## config.mk

```make
export PLATFORM = sky130hd
export DESIGN_NAME = exp_golomb_bit_decoder_unit
export DESIGN_NICKNAME = d
export VERILOG_FILES = /design/src/hw/rtl/egbd_pkg.sv /design/src/hw/rtl/exp_golomb_bit_decoder_unit.sv /design/src/hw/rtl/egbd_front.sv /design/src/hw/rtl/egbd_queue.sv /design/src/hw/rtl/egbd_back.sv
export SDC_FILE = /design/constraint.sdc
export NUM_CORES = 1
export LEC_CHECK = 0
export BUFFER_PORTS_ARGS = -buffer_cell sky130_fd_sc_hd__buf_2
export CORE_UTILIZATION = 40
export CTS_CLUSTER_SIZE = 12
export DETAILED_ROUTE_END_ITERATION = 6
export PLACE_DENSITY = 0.66
export RECOVER_POWER = 25
export SLEW_MARGIN = 20
export SYNTH_ARGS = -nofsm -noshare
export SYNTH_HDL_FRONTEND = slang
export SYNTH_SLANG_ARGS = --single-unit
```

## constraint.sdc

```tcl
create_clock -name clk -period 7.92 [get_ports clk]
set_clock_uncertainty 0.15 [all_clocks]
set_input_delay 1.188 -clock clk [delete_from_list [all_inputs] [get_ports clk]]
set_output_delay 1.188 -clock clk [all_outputs]
set_load 0.005 [all_outputs]
```

## src/hw/rtl/egbd_pkg.sv

```systemverilog
// Exp-Golomb bit decoder package: codeword record type, kind codes and map tables.
// Shared by the front, queue, back and top-level modules. No dependencies.
package egbd_pkg;

	localparam int MAP_ENTRIES = 48;
	localparam int N_W         = 5;
	localparam int K_W         = 5;
	localparam int SUFFIX_W    = 32;
	localparam int VALUE_W     = 33;

	localparam logic [2:0] KIND_UE   = 3'd0;
	localparam logic [2:0] KIND_SE   = 3'd1;
	localparam logic [2:0] KIND_ME0  = 3'd2;
	localparam logic [2:0] KIND_ME1  = 3'd3;
	localparam logic [2:0] KIND_TE   = 3'd4;
	localparam logic [2:0] KIND_RICE = 3'd5;

	typedef struct packed {
		logic                direct;
		logic                err;
		logic [2:0]          kind;
		logic [N_W-1:0]      n;
		logic [K_W-1:0]      k;
		logic [SUFFIX_W-1:0] s;
	} rec_t;

	localparam logic [5:0] MAP0 [MAP_ENTRIES] = '{
		6'd47, 6'd31, 6'd15, 6'd0,  6'd23, 6'd27, 6'd29, 6'd30,
		6'd7,  6'd11, 6'd13, 6'd14, 6'd39, 6'd43, 6'd45, 6'd46,
		6'd16, 6'd3,  6'd5,  6'd10, 6'd12, 6'd19, 6'd21, 6'd26,
		6'd28, 6'd35, 6'd37, 6'd42, 6'd44, 6'd1,  6'd2,  6'd4,
		6'd8,  6'd17, 6'd18, 6'd20, 6'd24, 6'd6,  6'd9,  6'd22,
		6'd25, 6'd32, 6'd33, 6'd34, 6'd36, 6'd40, 6'd38, 6'd41
	};

	localparam logic [5:0] MAP1 [MAP_ENTRIES] = '{
		6'd0,  6'd16, 6'd1,  6'd2,  6'd4,  6'd8,  6'd32, 6'd3,
		6'd5,  6'd10, 6'd12, 6'd15, 6'd47, 6'd7,  6'd11, 6'd13,
		6'd14, 6'd6,  6'd9,  6'd31, 6'd35, 6'd37, 6'd42, 6'd44,
		6'd33, 6'd34, 6'd36, 6'd40, 6'd39, 6'd43, 6'd45, 6'd46,
		6'd17, 6'd18, 6'd20, 6'd24, 6'd19, 6'd21, 6'd26, 6'd28,
		6'd23, 6'd27, 6'd29, 6'd30, 6'd22, 6'd25, 6'd38, 6'd41
	};

endpackage

```

## src/hw/rtl/exp_golomb_bit_decoder_unit.sv

```systemverilog
// Exp-Golomb / Golomb-Rice bit-serial decoder, top level.
// Instantiates egbd_front, egbd_queue and egbd_back; depends on egbd_pkg.
//
// Input channel (in_valid/in_ready) takes one bitstream bit per request, MSB
// first, with req_type, te_multi and rice_k sampled at the first bit of each
// codeword. Output channel (out_valid/out_ready) delivers one request holding
// value and error per finished codeword; error results carry a value of zero.
// Throughput: one input bit per cycle while in_ready is high. The front parser
// handles a bit in the cycle it is accepted and pushes a record into a
// two-entry queue; the back builds the value into the output register, and
// out_valid rises when a codeword's value is loaded there. When the receiver
// stalls, the output register holds, the queue fills and in_ready drops once
// both queue entries are taken; up to three results can be buffered. Reset
// returns the parser to the start of a codeword and empties the queue and
// output register.
module exp_golomb_bit_decoder_unit #(
	parameter int MAX_PREFIX = 31,
	parameter int MAX_RICE_K = 16
) (
	input  logic               clk,
	input  logic               arst_n,
	input  logic               in_valid,
	output logic               in_ready,
	input  logic               bit_in,
	input  logic [2:0]         req_type,
	input  logic               te_multi,
	input  logic [4:0]         rice_k,
	output logic               out_valid,
	input  logic               out_ready,
	output logic signed [32:0] value,
	output logic               error
);

	logic           push_valid, push_ready, pop_valid, pop_ready;
	egbd_pkg::rec_t push_rec, pop_rec;

	assign in_ready = push_ready;

	egbd_front #(
		.MAX_PREFIX (MAX_PREFIX),
		.MAX_RICE_K (MAX_RICE_K)
	) u_front (
		.clk        (clk),
		.arst_n     (arst_n),
		.accept     (in_valid && in_ready),
		.bit_in     (bit_in),
		.req_type   (req_type),
		.te_multi   (te_multi),
		.rice_k     (rice_k),
		.push_valid (push_valid),
		.push_rec   (push_rec)
	);

	egbd_queue u_queue (
		.clk        (clk),
		.arst_n     (arst_n),
		.push_valid (push_valid),
		.push_ready (push_ready),
		.push_rec   (push_rec),
		.pop_valid  (pop_valid),
		.pop_ready  (pop_ready),
		.pop_rec    (pop_rec)
	);

	egbd_back u_back (
		.clk       (clk),
		.arst_n    (arst_n),
		.pop_valid (pop_valid),
		.pop_ready (pop_ready),
		.pop_rec   (pop_rec),
		.out_valid (out_valid),
		.out_ready (out_ready),
		.value     (value),
		.error     (error)
	);

	assert property (@(posedge clk) disable iff (!arst_n)
		out_valid && error |-> value == '0)
		else $error("error result with nonzero value");

	assert property (@(posedge clk) disable iff (!arst_n)
		!in_ready |-> pop_valid && out_valid)
		else $error("input stalled with the output register empty");

	assert property (@(posedge clk) disable iff (!arst_n)
		push_valid |-> in_valid && in_ready)
		else $error("record pushed without an accepted bit");

endmodule

```

## src/hw/rtl/egbd_front.sv

```systemverilog
// Exp-Golomb bit decoder front: bit-serial prefix/suffix parser.
// Emits one egbd_pkg::rec_t per finished codeword. Depends on egbd_pkg.
module egbd_front #(
	parameter int MAX_PREFIX = 31,
	parameter int MAX_RICE_K = 16
) (
	input  logic                 clk,
	input  logic                 arst_n,
	input  logic                 accept,
	input  logic                 bit_in,
	input  logic [2:0]           req_type,
	input  logic                 te_multi,
	input  logic [4:0]           rice_k,
	output logic                 push_valid,
	output egbd_pkg::rec_t       push_rec
);

	localparam int ZW = $clog2(MAX_PREFIX + 1);
	localparam logic [1:0] PH_IDLE   = 2'd0;
	localparam logic [1:0] PH_PREFIX = 2'd1;
	localparam logic [1:0] PH_SUFFIX = 2'd2;

	logic [1:0]                      phase_q, phase_d;
	logic [ZW-1:0]                   zc_q, zc_d, zc_w;
	logic [egbd_pkg::N_W-1:0]        left_q, left_d, left_w;
	logic [egbd_pkg::SUFFIX_W-1:0]   acc_q, acc_d;
	logic [2:0]                      kind_q, kind_d;
	logic [egbd_pkg::K_W-1:0]        k_q, k_d;
	logic                            start;

	always_comb begin
		phase_d    = phase_q;
		zc_d       = zc_q;
		left_d     = left_q;
		acc_d      = acc_q;
		kind_d     = kind_q;
		k_d        = k_q;
		push_valid = 1'b0;
		push_rec   = '0;
		start      = (phase_q != PH_PREFIX) && (phase_q != PH_SUFFIX);
		zc_w       = start ? '0 : zc_q;
		left_w     = '0;
		if (accept) begin
			if (start) begin
				kind_d = req_type;
				k_d    = (rice_k > egbd_pkg::K_W'(MAX_RICE_K)) ?
					egbd_pkg::K_W'(MAX_RICE_K) : rice_k;
				zc_d   = '0;
				left_d = '0;
				acc_d  = '0;
			end
			push_rec.kind = kind_d;
			push_rec.k    = k_d;
			push_rec.n    = egbd_pkg::N_W'(zc_w);
			if (start && req_type == egbd_pkg::KIND_TE && !te_multi) begin
				push_valid      = 1'b1;
				push_rec.direct = 1'b1;
				push_rec.s      = egbd_pkg::SUFFIX_W'(!bit_in);
				phase_d         = PH_IDLE;
			end else if (start || phase_q == PH_PREFIX) begin
				if (!bit_in) begin
					if (zc_w >= ZW'(MAX_PREFIX)) begin
						push_valid      = 1'b1;
						push_rec.direct = 1'b1;
						push_rec.err    = 1'b1;
						phase_d         = PH_IDLE;
					end else begin
						zc_d    = zc_w + 1'b1;
						phase_d = PH_PREFIX;
					end
				end else begin
					left_w = (kind_d == egbd_pkg::KIND_RICE) ? k_d : egbd_pkg::N_W'(zc_w);
					if (left_w == '0) begin
						push_valid = 1'b1;
						push_rec.s = '0;
						phase_d    = PH_IDLE;
					end else begin
						left_d  = left_w;
						phase_d = PH_SUFFIX;
					end
				end
			end else begin
				acc_d      = {acc_q[egbd_pkg::SUFFIX_W-2:0], bit_in};
				left_d     = left_q - 1'b1;
				push_rec.s = acc_d;
				if (left_d == '0) begin
					push_valid = 1'b1;
					phase_d    = PH_IDLE;
				end
			end
		end
	end

	always_ff @(posedge clk or negedge arst_n) begin
		if (!arst_n) begin
			phase_q <= PH_IDLE;
			zc_q    <= '0;
			left_q  <= '0;
			acc_q   <= '0;
			kind_q  <= '0;
			k_q     <= '0;
		end else begin
			phase_q <= phase_d;
			zc_q    <= zc_d;
			left_q  <= left_d;
			acc_q   <= acc_d;
			kind_q  <= kind_d;
			k_q     <= k_d;
		end
	end

	assert property (@(posedge clk) disable iff (!arst_n)
		phase_q != 2'd3)
		else $error("front phase reached unused code");

	assert property (@(posedge clk) disable iff (!arst_n)
		phase_q == PH_SUFFIX |-> left_q != '0)
		else $error("suffix phase with no bits left");

	assert property (@(posedge clk) disable iff (!arst_n)
		zc_q <= ZW'(MAX_PREFIX))
		else $error("prefix count beyond limit");

endmodule

```

## src/hw/rtl/egbd_queue.sv

```systemverilog
// Exp-Golomb bit decoder record queue: two-entry FIFO between front and back.
// Carries egbd_pkg::rec_t. Depends on egbd_pkg.
module egbd_queue (
	input  logic           clk,
	input  logic           arst_n,
	input  logic           push_valid,
	output logic           push_ready,
	input  egbd_pkg::rec_t push_rec,
	output logic           pop_valid,
	input  logic           pop_ready,
	output egbd_pkg::rec_t pop_rec
);

	localparam int DEPTH = 2;
	localparam int AW    = $clog2(DEPTH);

	egbd_pkg::rec_t    mem_q [DEPTH];
	logic [AW-1:0]     wr_q, rd_q;
	logic [AW:0]       cnt_q;
	logic              do_push, do_pop;

	assign push_ready = cnt_q != (AW+1)'(DEPTH);
	assign pop_valid  = cnt_q != '0;
	assign pop_rec    = mem_q[rd_q];
	assign do_push    = push_valid && push_ready;
	assign do_pop     = pop_valid && pop_ready;

	always_ff @(posedge clk) begin
		if (do_push) begin
			mem_q[wr_q] <= push_rec;
		end
	end

	always_ff @(posedge clk or negedge arst_n) begin
		if (!arst_n) begin
			wr_q  <= '0;
			rd_q  <= '0;
			cnt_q <= '0;
		end else begin
			if (do_push) begin
				wr_q <= (wr_q == AW'(DEPTH - 1)) ? '0 : wr_q + 1'b1;
			end
			if (do_pop) begin
				rd_q <= (rd_q == AW'(DEPTH - 1)) ? '0 : rd_q + 1'b1;
			end
			cnt_q <= cnt_q + (AW+1)'(do_push) - (AW+1)'(do_pop);
		end
	end

	assert property (@(posedge clk) disable iff (!arst_n)
		cnt_q <= (AW+1)'(DEPTH))
		else $error("queue count above depth");

	assert property (@(posedge clk) disable iff (!arst_n)
		do_push && !do_pop |=> cnt_q == $past(cnt_q) + 1'b1)
		else $error("queue count missed a push");

endmodule

```

## src/hw/rtl/egbd_back.sv

```systemverilog
// Exp-Golomb bit decoder back: value reconstruction and output register.
// Takes egbd_pkg::rec_t from the queue. Depends on egbd_pkg.
module egbd_back (
	input  logic                                clk,
	input  logic                                arst_n,
	input  logic                                pop_valid,
	output logic                                pop_ready,
	input  egbd_pkg::rec_t                      pop_rec,
	output logic                                out_valid,
	input  logic                                out_ready,
	output logic signed [egbd_pkg::VALUE_W-1:0] value,
	output logic                                error
);

	localparam int VW = egbd_pkg::VALUE_W;

	logic          vld_q;
	logic [VW-1:0] val_q, val_d;
	logic          err_q, err_d;
	logic [VW-1:0] s_ext, pow2, code, sev, mag, rice;

	assign pop_ready = !vld_q || out_ready;

	always_comb begin
		s_ext = VW'(pop_rec.s);
		pow2  = VW'(1) << pop_rec.n;
		code  = pow2 - VW'(1) + s_ext;
		sev   = pow2 | s_ext;
		mag   = {1'b0, sev[VW-1:1]};
		rice  = (VW'(pop_rec.n) << pop_rec.k) | s_ext;
		err_d = 1'b0;
		val_d = code;
		if (pop_rec.direct) begin
			err_d = pop_rec.err;
			val_d = pop_rec.err ? '0 : s_ext;
		end else begin
			unique case (pop_rec.kind)
				egbd_pkg::KIND_RICE: val_d = rice;
				egbd_pkg::KIND_SE:   val_d = sev[0] ? (~mag + VW'(1)) : mag;
				egbd_pkg::KIND_ME0, egbd_pkg::KIND_ME1: begin
					if (code >= VW'(egbd_pkg::MAP_ENTRIES)) begin
						err_d = 1'b1;
						val_d = '0;
					end else if (pop_rec.kind == egbd_pkg::KIND_ME0) begin
						val_d = VW'(egbd_pkg::MAP0[code[5:0]]);
					end else begin
						val_d = VW'(egbd_pkg::MAP1[code[5:0]]);
					end
				end
				default: val_d = code;
			endcase
		end
	end

	always_ff @(posedge clk) begin
		if (pop_valid && pop_ready) begin
			val_q <= val_d;
			err_q <= err_d;
		end
	end

	always_ff @(posedge clk or negedge arst_n) begin
		if (!arst_n) begin
			vld_q <= 1'b0;
		end else if (pop_ready) begin
			vld_q <= pop_valid;
		end
	end

	assign out_valid = vld_q;
	assign value     = val_q;
	assign error     = err_q;

endmodule
```

==> metrics <==
drt via density=6.064; drt drc=0; ys flop type=edfxtp_1; CTS tree=done; Worst slew margin=-108.1%; Chip Width=183.2 um; ys async rst share=30.43%; Hold Path Cell Cnt=1; Iteration-0 DRC Markers=1542; Synth Area in XOR/XNOR=3.933%; Critical Path Max Stage Delay=0.79 ns; CP bufs+invs=2; length in cells of the worst reg-to-reg path=16; CTS Hold Bufs=0; initial antenna violation count=0; number of cells on the critical path=16; Placer Congestion=0.9832; number of synthesized flops with an enable pin=128; Critical Path Sink Type=flop; Starting Density=41.10%; final max-slew violation count=94; htree depth=4; GRT Util Overall=23.02%; Crit Path Class=reg -> reg; Global Route met1 Usage=32.93%; fin nets=1509; TritonCTS Buffers=17; Synth Register Bits=184; Syn Std Cell Area=0.01314 mm2; root buf cell=clkbuf_16; Seq/Total Area, Yosys=39.92%; CP top delay family=simple AND/OR/NAND/NOR gates; post-synthesis compound-gate area fraction=22.93%; post-cts resize count=0; Core Rows=65; slew of the pin with the lowest slew margin=3.121 ns; drt total wl=38060 um; met2 usage=34.95%; Fill cells=3012; RSZ-0062 raised after global routing=no; later-pin clock latency in the skew report=0.46 ns; Hold Crit Class=reg -> reg; min cycle time layout=6.197 ns; Avg Inst Size Synth=9.371 um2; Adder-Cell Fraction of Synth Area=7.867%; dpl hpwl=28270 um; gr busiest metal=met2; PortBufs=49; Final Hold Fails=0; Synth warnings=0; clk buf depth=2; worst r2r src=u_queue.rd_q; Ant. Diodes=0; crit path max fanout=31; Post-Synth Simple-Gate Area=14.80%; Die H=183.2 um; GRT Residual Overflow=0; P&R area growth vs syn=9.257%; setup TNS=0 ns; Synth Net Count=1498; Worst setup SP type=flop; crit path from=u_queue.rd_q; max_cap viols=2; layout cells sized above 1=9.677%; Setup Buffers After CTS=0; status=complete, but fails checks; Reg clk slew, reported paths=0.07 ns; ratio of final minimum period to clock period=78.25%; vias=11290; TritonCTS Sinks=184; vias in the first global route=10590; CP max-delay cell=dfrtp_2; crit-path cells=buf_4 -> mux2i_1 -> nor2_1 -> nand3_1 -> ha_1 -> inv_1 -> ha_1 -> nand2_1 -> o32ai_1 -> a2111oi_2 -> o41ai_1 -> xor2_1 -> or4_1 -> and4bb_1 -> nand4_1 -> a22o_1; CP most frequent cell=ha_1; wire length per cell=20.45 um; mux cell area share after synthesis=5.714%; violated checks=max-capacitance violations, max-slew violations; Yosys cell types=74; Finish-stage setup viols=0; core area=0.03196 mm2; Syn Inst Count=1402; main combinational cell family by area after synthesis=compound AO/OA/AOI/OAI gates; min-delay src=u_front.acc_q[19]; met3 usage=3.574%; required time of the critical path=7.96 ns; Fmax=161.4 MHz; first-pass GRT wire length=59820 um; largest net degree at the start of global routing=57; Boundary Pins=50; Final ANT Viol Nets=0; 1st-pass router iterations=6; die area=0.03357 mm2; CP arrival=6.24 ns
==> cells by family (layout without fill, tap and decap cells) <==
logic type,Yosys count,in the layout
and+or+nand+nor,385,385
buffers and inverters,167,191
AOI/OAI and AO/OA,452,452
muxes,73,73
DFF,184,184
xor gates and xnor gates,59,59
adders and majority gates,82,82
==> layout by cell type (no fill, tap or decap), drive strengths merged, types with 9 or more instances in the layout <==
master,Yosys,routed
a222oi,9,9
edfxtp,128,128
buf,9,65
a21oi,103,103
a21o,44,44
nor2,89,89
nand3,33,33
a211oi,25,25
a221oi,12,12
xnor2,50,50
nand2b,16,16
ha,81,81
mux2,16,16
a22oi,9,9
xor2,9,9
inv,91,98
mux2i,57,57
o21ai,89,89
nand4,14,14
nand2,101,101
and2,44,44
a31oi,25,25
o211ai,14,14
nor3,26,26
o22ai,40,40
o221ai,9,9
dfrtp,56,56
and3,21,21
clkbuf,67,24
==> stage by stage <==
step	utilization, %	setup slack [ns]	instances	cell area, um2	hold WS, ns
floorplan	-	0.1730	1402	13140	0.2909
global placement	43.20	1.935	1829	13810	0.3010
detailed placement	43.20	1.776	1829	13810	0.3072
CTS	44.94	1.776	1861	14360	0.3223
global route	44.91	1.278	1861	14350	0.3331
finish	44.91	1.723	1861	14350	0.3176
==> worst reg2reg max path, stage by stage, from the launching register on <==
cell	delay, ns
dfrtp_2	0.79
buf_4	0.57
mux2i_1	0.71
nor2_1	0.19
nand3_1	0.14
ha_1	0.22
inv_1	0.09
ha_1	0.35
nand2_1	0.14
o32ai_1	0.65
a2111oi_2	0.11
o41ai_1	0.42
xor2_1	0.19
or4_1	0.53
and4bb_1	0.25
nand4_1	0.21
a22o_1	0.24
==> area by class of cell <==
class | instances | area [um2] | area share (%)
Multi-Input combinational cell | 1051 | 7289 | 50.78
Inverter | 91 | 341.6 | 2.380
Clock buffer | 21 | 471.7 | 3.286
Timing Repair Buffer | 68 | 376.6 | 2.624
Clock inverter | 11 | 83.83 | 0.5840
Sequential cell | 184 | 5246 | 36.55
Tap cell | 435 | 544.3 | 3.792
==> sequential cells by signal (all words and copies together) (netlist names) <==
name / cells
u_back.error: 1
u_back.out_valid: 1
u_back.value: 33
u_front.acc_q: 31
u_front.k_q: 5
u_front.kind_q: 3
u_front.left_q: 5
u_front.phase_q: 2
u_front.zc_q: 5
u_queue.cnt_q: 2
u_queue.mem_q: 94
u_queue.rd_q: 1
u_queue.wr_q: 1
==> final timing paths <==
path,slack (ns),to
max,1.72,u_back.error
max reg2reg,1.72,u_back.error
min reg2reg,0.32,u_front.acc_q[19]
max in group asynchronous,3.89,u_queue.rd_q
min,0.32,u_front.acc_q[19]
min in group asynchronous,1.71,u_front.acc_q[29]
==> metal layers <==
| layer | up-vias | wire, um |
|---|---|---|
| li1 | 5292 | - |
| met1 | 5365 | 17350 |
| met2 | 550 | 16690 |
| met3 | 78 | 2785 |
| met4 | 0 | 1246 |
| met5 | - | 0 |
==> Yosys cell counts (all sizes together), types with 44 or more instances <==
master	n	area, um2
dfrtp	56	1401
xnor2	50	437.9
ha	81	1013
nor2	89	334.1
a21o	44	330.3
inv	91	341.6
clkbuf	67	251.5
o21ai	89	445.4
a21oi	103	515.5
mux2i	57	570.6
edfxtp	128	3844
and2	44	275.3
nand2	101	379.1
Power is left out: the tool's default activity adds up to more than one toggle a clock period on the data nets, which glitch-free logic cannot reach.
